File: config.mk
export PLATFORM = sky130hd
export DESIGN_NAME = ssat_ctrl
export DESIGN_NICKNAME = d
export VERILOG_FILES = /design/src/design/ssat_pkg.sv /design/src/design/ssat_ctrl.sv
export SDC_FILE = /design/constraint.sdc
export NUM_CORES = 1
export LEC_CHECK = 0
export ABC_AREA = 1
export BUFFER_PORTS_ARGS = -buffer_cell sky130_fd_sc_hd__buf_4
export CAP_MARGIN = 20
export CORE_MARGIN = 1
export CORE_UTILIZATION = 25
export CTS_CLUSTER_DIAMETER = 40
export CTS_CLUSTER_SIZE = 40
export DETAILED_ROUTE_END_ITERATION = 10
export MAX_ROUTING_LAYER = met4
export SLEW_MARGIN = 30
export SYNTH_ARGS = -nofsm -noshare
export SYNTH_HDL_FRONTEND = slang
export SYNTH_SLANG_ARGS = --single-unit
File: constraint.sdc
create_clock -name clk -period 3.3 [get_ports clk]
set_input_delay 0.99 -clock clk [delete_from_list [all_inputs] [get_ports clk]]
set_output_delay 0.99 -clock clk [all_outputs]
set_load 0.01 [all_outputs]
File: src/design/ssat_pkg.sv
// Shared constants, types and the sine table generator for the stereo sine saturator.
package ssat_pkg;

	localparam int DEF_SAMPLE_BITS     = 24;
	localparam int DEF_SINE_TABLE_BITS = 10;

	// configuration port
	localparam int CFG_W   = 19;
	localparam int IDX_W   = 3;
	localparam int GAIN_W  = 19;
	localparam int COEF_W  = 17;
	localparam logic [IDX_W-1:0] REG_INPUT_GAIN     = 3'd0;
	localparam logic [IDX_W-1:0] REG_HIGHPASS_COEFF = 3'd1;
	localparam logic [IDX_W-1:0] REG_PRESENCE_MIX   = 3'd2;
	localparam logic [IDX_W-1:0] REG_OUTPUT_LEVEL   = 3'd3;
	localparam logic [IDX_W-1:0] REG_WET_MIX        = 3'd4;
	localparam logic [COEF_W-1:0] UNITY             = 17'h10000;
	localparam logic [GAIN_W-1:0] GAIN_RESET        = 19'h10000;

	// datapath widths (Q.32 working format)
	localparam int DRY_W  = 33;
	localparam int X_W    = 37;
	localparam int LP_W   = 40;
	localparam int H_W    = 38;
	localparam int MAG_W  = 37;
	localparam int SH_W   = 46;
	localparam int MB_W   = 20;
	localparam int MP_W   = SH_W + MB_W;
	localparam int SP_W   = 58;
	localparam int SMALL_BIT = 38;
	localparam int SINE_W = 31;
	localparam logic [29:0] INV_TWO_PI = 30'd683565276;

	// divider
	localparam int DIV_Q_BITS     = 44;
	localparam int DIV_RADIX_BITS = 2;
	localparam int DIV_STEPS      = DIV_Q_BITS / DIV_RADIX_BITS;
	localparam int STEP_W         = $clog2(DIV_STEPS);
	localparam int REM_W          = MAG_W + 1;

	// operation codes, also the controller states
	localparam int OP_W = 5;
	localparam logic [OP_W-1:0] OP_IDLE      = 5'd0;
	localparam logic [OP_W-1:0] OP_GAIN_X    = 5'd1;
	localparam logic [OP_W-1:0] OP_GAIN_P    = 5'd2;
	localparam logic [OP_W-1:0] OP_LP1       = 5'd3;
	localparam logic [OP_W-1:0] OP_LP2       = 5'd4;
	localparam logic [OP_W-1:0] OP_LP_SUM    = 5'd5;
	localparam logic [OP_W-1:0] OP_HP        = 5'd6;
	localparam logic [OP_W-1:0] OP_SH_PROD   = 5'd7;
	localparam logic [OP_W-1:0] OP_SH_T1     = 5'd8;
	localparam logic [OP_W-1:0] OP_SH_T2     = 5'd9;
	localparam logic [OP_W-1:0] OP_SH_PHASE  = 5'd10;
	localparam logic [OP_W-1:0] OP_SH_ROM    = 5'd11;
	localparam logic [OP_W-1:0] OP_SH_INTERP = 5'd12;
	localparam logic [OP_W-1:0] OP_DIV_INIT  = 5'd13;
	localparam logic [OP_W-1:0] OP_DIV_STEP  = 5'd14;
	localparam logic [OP_W-1:0] OP_SH_DONE   = 5'd15;
	localparam logic [OP_W-1:0] OP_OL_M      = 5'd16;
	localparam logic [OP_W-1:0] OP_OL_Q      = 5'd17;
	localparam logic [OP_W-1:0] OP_PM1       = 5'd18;
	localparam logic [OP_W-1:0] OP_PM2       = 5'd19;
	localparam logic [OP_W-1:0] OP_PM3       = 5'd20;
	localparam logic [OP_W-1:0] OP_WM1       = 5'd21;
	localparam logic [OP_W-1:0] OP_WM2       = 5'd22;
	localparam logic [OP_W-1:0] OP_WM3       = 5'd23;
	localparam logic [OP_W-1:0] OP_OUT       = 5'd24;
	localparam logic [OP_W-1:0] OP_EMIT      = 5'd25;

	typedef struct packed {
		logic [GAIN_W-1:0] gain;
		logic [COEF_W-1:0] hp_coeff;
		logic [COEF_W-1:0] pres_mix;
		logic [COEF_W-1:0] out_level;
		logic [COEF_W-1:0] wet_mix;
	} cfg_t;

	typedef struct packed {
		logic [OP_W-1:0] op;
		logic            ch;
		logic            pres;
		logic            capture;
	} cmd_t;

	// quarter-wave sine entry, Q.30, odd Taylor polynomial with floor shifts
	function automatic longint sine_entry(input int tb, input int i);
		longint x;
		longint u;
		longint acc;
		x = longint'(i) <<< (30 - tb);
		u = (x * x) >>> 30;
		acc = -longint'(3864);
		acc = longint'(172272) + ((acc * u) >>> 30);
		acc = -longint'(5026995) + ((acc * u) >>> 30);
		acc = longint'(85569306) + ((acc * u) >>> 30);
		acc = -longint'(693598668) + ((acc * u) >>> 30);
		acc = longint'(1686629713) + ((acc * u) >>> 30);
		acc = (acc * x) >>> 30;
		if (acc < 0) acc = 0;
		if (acc > (longint'(1) <<< 30)) acc = longint'(1) <<< 30;
		return acc;
	endfunction

endpackage

File: src/design/ssat_ctrl.sv
// Sequencer: steps the datapath through both channels of a frame and runs the handshakes.
module ssat_ctrl import ssat_pkg::*; (
	input  logic clk,
	input  logic arst_n,
	input  logic in_valid,
	output logic in_ready,
	output logic out_valid,
	input  logic out_ready,
	output cmd_t cmd
);

	logic [OP_W-1:0]   state_q, state_d;
	logic              ch_q, ch_d;
	logic              pres_q, pres_d;
	logic [STEP_W-1:0] cnt_q, cnt_d;
	logic              out_valid_q;
	logic              can_emit;

	assign can_emit  = !out_valid_q || out_ready;
	assign in_ready  = (state_q == OP_IDLE);
	assign out_valid = out_valid_q;

	always_comb begin
		state_d = state_q;
		ch_d    = ch_q;
		pres_d  = pres_q;
		cnt_d   = cnt_q;
		unique case (state_q)
			OP_IDLE: begin
				ch_d   = 1'b0;
				pres_d = 1'b0;
				if (in_valid) state_d = OP_GAIN_X;
			end
			OP_GAIN_X:    state_d = OP_GAIN_P;
			OP_GAIN_P:    state_d = OP_LP1;
			OP_LP1:       state_d = OP_LP2;
			OP_LP2:       state_d = OP_LP_SUM;
			OP_LP_SUM:    state_d = OP_HP;
			OP_HP:        state_d = OP_SH_PROD;
			OP_SH_PROD:   state_d = OP_SH_T1;
			OP_SH_T1:     state_d = OP_SH_T2;
			OP_SH_T2:     state_d = OP_SH_PHASE;
			OP_SH_PHASE:  state_d = OP_SH_ROM;
			OP_SH_ROM:    state_d = OP_SH_INTERP;
			OP_SH_INTERP: state_d = OP_DIV_INIT;
			OP_DIV_INIT: begin
				cnt_d   = '0;
				state_d = OP_DIV_STEP;
			end
			OP_DIV_STEP: begin
				cnt_d = cnt_q + 1'b1;
				if (cnt_q == STEP_W'(DIV_STEPS - 1)) state_d = OP_SH_DONE;
			end
			OP_SH_DONE: begin
				// main path first, then the presence path
				if (!pres_q) begin
					pres_d  = 1'b1;
					state_d = OP_SH_PROD;
				end else begin
					state_d = OP_OL_M;
				end
			end
			OP_OL_M: state_d = OP_OL_Q;
			OP_OL_Q: state_d = OP_PM1;
			OP_PM1:  state_d = OP_PM2;
			OP_PM2:  state_d = OP_PM3;
			OP_PM3:  state_d = OP_WM1;
			OP_WM1:  state_d = OP_WM2;
			OP_WM2:  state_d = OP_WM3;
			OP_WM3:  state_d = OP_OUT;
			OP_OUT: begin
				if (!ch_q) begin
					ch_d    = 1'b1;
					pres_d  = 1'b0;
					state_d = OP_GAIN_X;
				end else begin
					state_d = OP_EMIT;
				end
			end
			OP_EMIT: if (can_emit) state_d = OP_IDLE;
			default: state_d = OP_IDLE;
		endcase
	end

	always_comb begin
		cmd.op      = state_q;
		cmd.ch      = ch_q;
		cmd.pres    = pres_q;
		cmd.capture = in_valid && (state_q == OP_IDLE);
		// hold the frame until the output register frees up
		if (state_q == OP_EMIT && !can_emit) cmd.op = OP_IDLE;
	end

	always_ff @(posedge clk or negedge arst_n) begin
		if (!arst_n) begin
			state_q     <= OP_IDLE;
			ch_q        <= 1'b0;
			pres_q      <= 1'b0;
			cnt_q       <= '0;
			out_valid_q <= 1'b0;
		end else begin
			state_q <= state_d;
			ch_q    <= ch_d;
			pres_q  <= pres_d;
			cnt_q   <= cnt_d;
			if (state_q == OP_EMIT && can_emit) out_valid_q <= 1'b1;
			else if (out_ready) out_valid_q <= 1'b0;
		end
	end

endmodule

Yosys cells after proc, flatten, opt, wreduce, memory -nomap -nowiden
Index checks and enable logic that the tools add are counted.
{ "word_totals": {"register_bits": 13, "latchBits": 0, "ramBits": 0, "rom_bits": 0, "in_bits": 4, "output_inout_bits": 10, "word_cells": 62, "memories": 0} }
{ "op_classes": {"n_addsub": 1, "multipliers": 0, "n_div": 0, "n_lt_le_gt_ge": 0, "eq_ne": 30, "n_shift": 0, "mux": 13, "bitwise_logic": 0, "reduce_logical": 13} }
{ "ops": {"columns": ["operator", "n"], "rows": [
  ["case mux 5 bit (26 select lines)", 1],
  ["== test 5 bit, second input constant", 11],
  ["== test 5 x 4 -> 1 bit, second input constant", 8],
  ["2-to-1 mux 5 bit", 6],
  ["== test 5 x 3 -> 1 bit, second input constant", 4],
  ["== test 5 x 2 -> 1 bit, second input constant", 2],
  ["case mux 5 bit (2 select lines)", 1],
  ["!= test 2 bit, second input constant", 4],
  ["nonzero test 2 bit", 3],
  ["adder 5 x 1 -> 5 bit, second input constant", 1],
  ["== test 5 x 1 -> 1 bit, second input constant", 1],
  ["logical NOT 5 bit", 1],
  ["logical AND 1 bit", 3],
  ["2-to-1 mux 1 bit", 3],
  ["case mux 1 bit (3 select lines)", 1],
  ["AND reduction 3 bit", 1],
  ["nonzero test 3 bit", 1],
  ["logical NOT 1 bit", 2],
  ["case mux 1 bit (2 select lines)", 1],
  ["AND reduction 2 bit", 1],
  ["logical OR 1 bit", 1]
]} }

Logic depth before layout (Yosys ltp)
Gate-level depths: netlist of run 1.
{ "logic_depth": {"ltp_word": 5, "depth_mapped": 9, "ltp_nobuf": 8} }

Worst setup path after synthesis of run 1
OpenSTA, ideal clock, no wires.
{ "synth_path": {"path_kind": "input port to output port", "start": "in out_ready", "end": "out cmd[3] (netlist name)", "t_arrival_ns": 1.459, "t_required_ns": 2.310, "slack_ns": 0.851, "cell_stages": 4, "n_path_buf": 0, "path_cell_list": "nor2_1 > nand4_1 > inv_1 > nor2_1"} }
{ "synth_rtl": {"columns": ["item", "line", "rtl"], "rows": [
  ["from (decl)", "ssat_ctrl.sv:8", "input logic out_ready,"],
  ["to (decl)", "ssat_ctrl.sv:9", "output cmd_t cmd"]
]} }

==> results.json, run 1 <==
{
  "status": "completed",
  "die_y_um": 64.6,
  "globalplace.congestion": 0.812,
  "tightest_slew_ns": 0.441,
  "postCtsSetupBuffers": 0,
  "hold_viol": 0,
  "pre_cts_slack_ns": 0.530,
  "grt_usage": 0.121,
  "first_pass_iters": 4,
  "clkLatencyLatePin_ns": 0.25,
  "setup_viol": 0,
  "htree_levels": 1,
  "power_frac_comb": 0.019,
  "synthToLayoutAreaGrowth_pct": 14.4,
  "coreArea_sq_um": 3720,
  "ctsHoldBuffers": 0,
  "max_cap_violations": 0,
  "worst-endpoint-required_ns": 2.31,
  "synth_seq_cells": 13,
  "die_w_um": 64.6,
  "fin_crit_sh": 0.837,
  "synth_nets": 144,
  "syn_inst": 138,
  "drt-total-wl_mm": 2.08,
  "finalClockSkew_ns": 0.00801,
  "power.leakage_nw": 0.631,
  "initial_core_util": 0.264,
  "drv_slew": 0,
  "vias": 871,
  "yosysUniqueCellTypes": 26,
  "clkPwrFrac": 0.475,
  "swShare": 0.215,
  "io_buffer_count": 13,
  "dpl.hpwl_mm": 1.61,
  "max_freq_mhz": 362,
  "drc": 0,
  "grt_pass1_vias": 811,
  "yosysWarnings": 0,
  "p_int_w": 0.000247,
  "antennaDiodeCount": 0,
  "final_antenna_net_count": 0,
  "grt_start_max_net_pins": 14,
  "netSwitchingPower_w": 0.0000677,
  "hp-class": "reg2reg",
  "num_rows": 22,
  "pwr-share-seq": 0.506,
  "synth_area_sq_um": 981,
  "clk_path_buf_depth": 2,
  "ioPinCount": 14,
  "fp.dieArea_sq_um": 4180,
  "globalRouteOverflowTotal": 0,
  "worst_slack_ns": 0.539,
  "rsz0062_at_grt": "no",
  "cts_resized": 0,
  "clock-sinks": 13,
  "power.density_nw_per_um2": 281,
  "nets": 154,
  "drive_above_1_share": 0.218,
  "grt_pass1_wl_mm": 3.73,
  "root_buffer": "clkbuf_8",
  "endpoint_kind": "primary output",
  "vias_per_cell": 4.47,
  "peakVddDrop_mv": 0.105,
  "slew_headroom": 0.706,
  "finalCriticalPeriod_ns": 2.76,
  "finalSetupTns_ns": 0,
  "final_area_sq_um": 1120,
  "drt_iter0_markers": 23,
  "critPathLaunchType": "primary input",
  "critPathArrivalTime_ns": 1.77,
  "clk_pin_slew_ns": 0.06,
  "path_class": "in2out",
  "cts-buffers-inserted": 3,
  "avgRoutedWirePerCell_um": 10.6,
  "place_area_sq_um": 1080,
  "path_max_fanout": 4,
  "syn_avg_cell_area_sq_um": 7.11,
  "ys_seq_area_frac": 0.332,
  "antenna_found_initial": 0,
  "cts_tree": "done"
}
-- layout by cell type, fill, tap and decap left out, drive strengths merged, types with 2 or more instances in the layout --
cell type | Yosys | layout
xor2 | 2 | 2
inv | 20 | 20
o22ai | 3 | 3
nand3 | 15 | 15
o21ai | 5 | 5
a21oi | 2 | 2
ha | 2 | 2
nand4 | 4 | 4
nand2 | 32 | 32
dfrtp | 13 | 13
clkbuf | 2 | 4
nor2 | 27 | 27
buf | 6 | 13
-- power by group through the flow --
stage / Clock, W / Sequential [W] / Combinational [W]
after global placement: 0 / 0.000162 / 0.00000638
after floorplan: 0 / 0.000162 / 0.000000351
after global routing: 0.000161 / 0.000159 / 0.00000709
final: 0.000150 / 0.000159 / 0.00000594
after detailed placement: 0 / 0.000162 / 0.00000654
after CTS: 0.000158 / 0.000159 / 0.00000648
-- layer usage --
layer	part of all wire	global-route usage	routed length [um]
met5	0	-	0
met3	0.049	0.0211	101
met4	0.034	0.0833	70
met2	0.42	0.159	863
met1	0.50	0.166	1040
-- layout make-up --
type,count,area (sq um)
timing repair buffer,13,97.6
sequential,13,325
clock buffer,4,45.0
multi-input combinational,97,519
tap,48,60.1
fill,422,2590
inverter,20,75.1
-- flip-flops by register name, indices dropped and copies added (netlist names) --
signal	cells
pres_q	1
ch_q	1
out_valid	1
state_q	5
cnt_q	5
-- stage by stage --
stage / util / instances / power, W / hold WS (ns)
6_report: 0.302 / 195 / 0.000315 / 0.510
5_1_grt: 0.302 / 195 / 0.000328 / 0.557
4_1_cts: 0.302 / 195 / 0.000323 / 0.518
3_5_place_dp: 0.290 / 191 / 0.000169 / 0.503
3_3_place_gp: 0.290 / 191 / 0.000169 / 0.508
2_1_floorplan: - / 138 / 0.000163 / 0.465
-- critical path, stage by stage --
cell and delay, ns:
buf_4 0.11, nor2_1 0.13, nand4_1 0.17, inv_1 0.17, nor2_1 0.07, buf_4 0.14
-- synthesized netlist by cell type (all sizes together) --
library cell	instances	share of area
xor2	2	0.018
o211ai	1	0.0077
a31o	1	0.0089
inv	20	0.077
nor2	27	0.14
nor3	1	0.0051
nand3	15	0.077
o31ai	1	0.0077
clkbuf	2	0.0077
ha	2	0.026
nand3b	1	0.0077
buf	6	0.055
o21ai	5	0.026
dfrtp	13	0.33
nand2	32	0.15
o22ai	3	0.019
nand4	4	0.026
a21oi	2	0.010
-- worst paths after layout --
kind | from | end | slack (ns) | cells after the start
max in group asynchronous | arst_n | cnt_q[1] | 2.56 | 1
max reg2reg | state_q[4] | state_q[0] | 1.73 | 8
min | ch_q | ch_q | 0.51 | 2
min reg2reg | ch_q | ch_q | 0.51 | 2
max | out_ready | cmd[3] | 0.54 | 6
min in group asynchronous | arst_n | state_q[1] | 0.57 | 1
-- cell families (layout without fill, tap and decap cells) --
group	Yosys count	after routing	share of synthesized area
adder cells (fa/ha/maj)	2	2	0.0255
buffers and inverters	28	37	0.139
AO/OA/AOI/OAI	13	13	0.0791
AND/OR/NAND/NOR	80	80	0.407
flip-flops	13	13	0.332
XOR/XNOR	2	2	0.0179
No activity file was read; power rests on OpenSTA's default activity.
==> inputs of run 2 (changes only) <==
Settings changed: ABC_AREA 1 to 0.
Clock period 3.3 ns to 2.4 ns, I/O delays scaled along.
==> results.json, run 2 <==
{
  "fin_crit_sh": 0.971,
  "place_area_sq_um": 943,
  "avgRoutedWirePerCell_um": 12.2,
  "grt_start_max_net_pins": 14,
  "globalRouteOverflowTotal": 0,
  "vias": 704,
  "antenna_found_initial": 0,
  "clock-sinks": 13,
  "synthFlopType": "dfrtp_1",
  "grt_most_used_layer": "met2",
  "post-synth-top-count-cell": "dfrtp_1",
  "htree_levels": 1,
  "initial_core_util": 0.267,
  "clk_path_buf_depth": 2,
  "num_rows": 20,
  "vias_per_cell": 4.72,
  "cts_tree": "done",
  "grt_pass1_wl_mm": 3.09,
  "rsz0062_at_grt": "yes",
  "power.leakage_nw": 0.453,
  "coreArea_sq_um": 3100,
  "synth_seq_cells": 13,
  "clk_pin_slew_ns": 0.09,
  "synth.top_cells.by_count": "dfrtp_1, nand2_1, o21ai_0, inv_1, nor2_1",
  "tightest_slew_ns": 0.283,
  "path_class": "reg2out",
  "ioPinCount": 14,
  "slew_headroom": 0.809,
  "drive_above_1_share": 0.276,
  "power.density_nw_per_um2": 1230,
  "r2r_cells": 5,
  "top_regs": "cnt_q: 5 flops, state_q: 5 flops",
  "drv_slew": 0,
  "drt_iter0_markers": 22,
  "first_pass_iters": 4,
  "slowest_delay_ns": 0.42,
  "final_cell_mix": "buf_4, dfrtp_1, nand2_1, o21ai_0",
  "status": "completed",
  "io_buffer_count": 13,
  "worstPathCellList": "nor2_4 -> nand4_1 -> or3_4 -> and2_1 -> buf_4",
  "globalplace.congestion": 0.837,
  "ys_top_cells_by_area": "dfrtp_1, o21ai_0, nand2_1",
  "fp.dieArea_sq_um": 3540,
  "synth_nets": 97,
  "setup_viol": 0,
  "clkLatencyLatePin_ns": 0.28,
  "yosysWarnings": 0,
  "final_antenna_net_count": 0,
  "synth-async-reset-ratio": 1.00,
  "max_freq_mhz": 429,
  "drt-total-wl_mm": 1.82,
  "synthToLayoutAreaGrowth_pct": 19.8,
  "endpoint_kind": "primary output",
  "ctsHoldBuffers": 0,
  "antennaDiodeCount": 0,
  "cts-buffers-inserted": 3,
  "die_w_um": 59.5,
  "syn_avg_cell_area_sq_um": 9.09,
  "grt_use_met3": 0.0415,
  "hp-class": "in2async",
  "peakVddDrop_mv": 0.261,
  "max_cap_violations": 0,
  "grt_pass1_vias": 673,
  "grt_usage": 0.123,
  "critPathLaunchType": "flop",
  "root_buffer": "clkbuf_4",
  "critPathArrivalTime_ns": 1.61,
  "grtUsageMet2": 0.204,
  "yosysTopAreaCellShare": 0.393,
  "worst-endpoint-required_ns": 1.68,
  "die_y_um": 59.5,
  "met1_usage": 0.142,
  "hold_viol": 0,
  "finalClockSkew_ns": 0.00510,
  "finalCriticalPeriod_ns": 2.33,
  "drc": 0,
  "nets": 112,
  "ys_seq_area_frac": 0.393,
  "crit_path_top_delay_cell": "dfrtp_1",
  "synth_edf_count": 0,
  "synth_area_leader_cell": "dfrtp_1",
  "yosysUniqueCellTypes": 38,
  "syn_inst": 91,
  "synth_area_sq_um": 827,
  "final_util": 0.319,
  "path_max_fanout": 5,
  "final_common_cell": "buf_4",
  "final_area_sq_um": 991,
  "dpl.hpwl_mm": 1.31
}
[run 2: cell types whose count changed in the layout (fill, tap and decap cells not counted), moves of 4 or more]
cell and delta:
nand2_1 -19, nand3_1 -13, nor2_1 -13, inv_1 -11, buf_4 +6, o21ai_0 +5, and2_1 +4, nor2_2 -4
[run 2: what timing repair did]
item	4_1_cts	5_1_grt
gates resized for setup	0	2
buffers inserted	0	2
endpoints found under the setup margin	0	5
[run 2: worst paths after layout]
kind | start | to | slack [ns]
max | state_q[2] | cmd[7] | 0.07
min | arst_n | state_q[1] | 0.27
max reg2reg | state_q[2] | state_q[0] | 0.97
min reg2reg | cnt_q[4] | cnt_q[4] | 0.54
max in group asynchronous | arst_n | state_q[0] | 1.95
min in group clk | cnt_q[4] | cnt_q[4] | 0.54
[run 2: area by class of cell]
| cell class | instances | area (sq um) |
|---|---|---|
| Tap cell | 44 | 55.1 |
| Inverter | 6 | 22.5 |
| Clock buffer | 4 | 26.3 |
| Fill cell | 341 | 2110 |
| Timing Repair Buffer | 19 | 143 |
| Sequential cell | 13 | 327 |
| Multi-Input combinational cell | 63 | 418 |
[run 2: cells by family (layout without fill, tap and decap cells)]
logic type	after synthesis	count (layout)	synth area share
simple gates	35	35	0.262
compound gates	23	23	0.176
xor+xnor	3	3	0.0318
flops	13	13	0.393
buf+inv	15	29	0.107
fa+ha+maj	2	2	0.0303
[run 2: per-stage QoR]
stage | TNS, ns | total power [W] | cells | hold slack [ns] | worst slack (ns)
after floorplan | 0 | 0.000889 | 91 | 0.424 | 0.380
after global placement | 0 | 0.00103 | 143 | 0.495 | 0.125
after detailed placement | 0 | 0.00105 | 143 | 0.514 | 0.120
after CTS | 0 | 0.00120 | 147 | 0.272 | 0.0273
after global routing | -0.0791 | 0.00132 | 149 | 0.258 | -0.0296
final | 0 | 0.00121 | 149 | 0.268 | 0.0698
[run 2: power by group]
group          total, W  internal, W  switching (W)  leakage (nW)
Sequential     0.000402     0.000303      0.0000990         0.164
Clock          0.000146    0.0000645      0.0000814        0.0150
Combinational  0.000666     0.000315       0.000351         0.275
Total           0.00121     0.000683       0.000531         0.453
[run 2: layer usage]
layer / vias up / share of wire / routed length, um
met4: 0 / 0.0060 / 11
met2: 31 / 0.50 / 918
met5: - / 0 / 0
met3: 2 / 0.068 / 124
li1: 336 / - / -
met1: 335 / 0.42 / 766
[run 2: critical path, delay by kind of cell (launching register included)]
kind	cells	cell delay, ns
and+or+nand+nor	4	0.77
DFF	1	0.42
buffers and inverters	1	0.13
==> inputs of run 3 (changes only) <==
Clock period 2.4 ns to 2.2 ns, I/O delays scaled along.
==> results.json, run 3 (same netlist as run 2, synthesis figures left out) <==
{
  "status": "finished with violations",
  "violations": "negative setup slack",
  "ctsHoldBuffers": 0,
  "first_pass_iters": 6,
  "slew_headroom": 0.820,
  "critPathLaunchType": "flop",
  "initial_core_util": 0.267,
  "rsz0062_at_grt": "yes",
  "drc": 0,
  "vias": 694,
  "path_max_fanout": 6,
  "hp-class": "in2async",
  "coreArea_sq_um": 3100,
  "antennaDiodeCount": 0,
  "clk_path_buf_depth": 2,
  "hold_ws_ns": 0.209,
  "drt_iter0_markers": 21,
  "grt_pass1_wl_mm": 2.95,
  "final_common_cell": "buf_4",
  "io_buffer_count": 13,
  "tightest_slew_ns": 0.266,
  "synthToLayoutAreaGrowth_pct": 22.8,
  "globalplace.congestion": 0.806,
  "cts-buffers-inserted": 3,
  "ioPinCount": 14,
  "clkLatencyLatePin_ns": 0.28,
  "avgRoutedWirePerCell_um": 11.2,
  "antenna_found_initial": 0,
  "worst_slack_ns": -0.0557,
  "path_class": "reg2out",
  "place_area_sq_um": 951,
  "setup_viol": 3,
  "clkPwrFrac": 0.111,
  "cp_top_family": "simple AND/OR/NAND/NOR gates",
  "power_frac_comb": 0.582,
  "netSwitchingPower_w": 0.000564,
  "power.density_nw_per_um2": 1340,
  "cts_tree": "done",
  "final_cell_mix": "buf_4, dfrtp_1, nand2_1, o21ai_0",
  "worst-endpoint-required_ns": 1.54,
  "clk_pin_slew_ns": 0.08,
  "final_area_sq_um": 1020,
  "power.leakage_nw": 0.470,
  "globalRouteOverflowTotal": 0,
  "die_w_um": 59.5,
  "fillerInstances": 336,
  "grt_start_max_net_pins": 14,
  "crit_buf_inv": 1,
  "crit_path_top_delay_cell": "dfrtp_1",
  "hold_viol": 0,
  "slowest_delay_ns": 0.41,
  "dpl.hpwl_mm": 1.24,
  "fin_crit_sh": 1.03,
  "swShare": 0.413,
  "finalCriticalPeriod_ns": 2.26,
  "max_cap_violations": 0,
  "drt-total-wl_mm": 1.68,
  "endpoint_kind": "primary output",
  "nets": 113,
  "num_rows": 20,
  "grt_usage": 0.118,
  "top_regs": "cnt_q: 5 flops, state_q: 5 flops",
  "worstPathCellList": "nor2_4 -> nand4_1 -> or3_4 -> and2_4 -> buf_6",
  "pwr-share-seq": 0.307,
  "htree_levels": 1,
  "grt_pass1_vias": 668,
  "p_int_w": 0.000800,
  "fp.dieArea_sq_um": 3540,
  "die_y_um": 59.5,
  "drv_slew": 0,
  "max_freq_mhz": 443,
  "stdcell_count": 150,
  "peakVddDrop_mv": 0.385,
  "clock-sinks": 13,
  "finalClockSkew_ns": 0.00124,
  "dp.cells": 144,
  "drive_above_1_share": 0.302,
  "vias_per_cell": 4.63,
  "pre_cts_slack_ns": 0.0424,
  "root_buffer": "clkbuf_4",
  "final_antenna_net_count": 0,
  "critPathArrivalTime_ns": 1.60
}
-- run 3: power groups by stage --
stage | clock network, W | logic [W] | registers, W
5_1_grt | 0.000174 | 0.000875 | 0.000432
3_5_place_dp | 0 | 0.000725 | 0.000421
3_3_place_gp | 0 | 0.000720 | 0.000419
4_1_cts | 0.000157 | 0.000782 | 0.000416
6_report | 0.000152 | 0.000794 | 0.000418
2_1_floorplan | 0 | 0.000586 | 0.000384
-- run 3: layout make-up --
cell class / instances / area, sq um / area share
clock buffers: 4 / 26.3 / 0.0259
well taps: 44 / 55.1 / 0.0542
inverters: 6 / 22.5 / 0.0222
multi-input cells: 63 / 425 / 0.419
repair buffers: 20 / 161 / 0.159
flip-flops and latches: 13 / 325 / 0.320
-- run 3: metal layers --
layer	vias to the layer above	wire, um	GRT usage
met2	15	834	0.189
met3	4	66	0.0459
met5	-	0	-
met4	0	21	0.0399
met1	337	758	0.133
li1	338	-	-
-- run 3: path summary, 6_finish.rpt --
path / startpoint / to / slack (ns) / depth (start not counted)
max: state_q[2] / cmd[6] / -0.06 / 5
min: arst_n / state_q[3] / 0.21 / 1
max reg2reg: state_q[1] / state_q[3] / 0.80 / 5
min reg2reg: cnt_q[3] / cnt_q[3] / 0.52 / 2
max in group asynchronous: arst_n / out_valid / 1.83 / 1
min in group clk: cnt_q[3] / cnt_q[3] / 0.52 / 2
-- run 3: per-stage QoR --
stage / power, W / setup TNS [ns] / utilization
global placement: 0.00114 / 0 / 0.306
global route: 0.00148 / -0.471 / 0.327
floorplan: 0.000970 / 0 / -
finish: 0.00136 / -0.165 / 0.327
detailed placement: 0.00115 / 0 / 0.306
CTS: 0.00136 / -0.509 / 0.323
-- run 3: repair_timing --
item	CTS	global route
endpoints found under the hold margin	0	0
resized for setup	6	1
buffers inserted	1	1
pin swaps	6	2
endpoints found under the setup margin	5	5
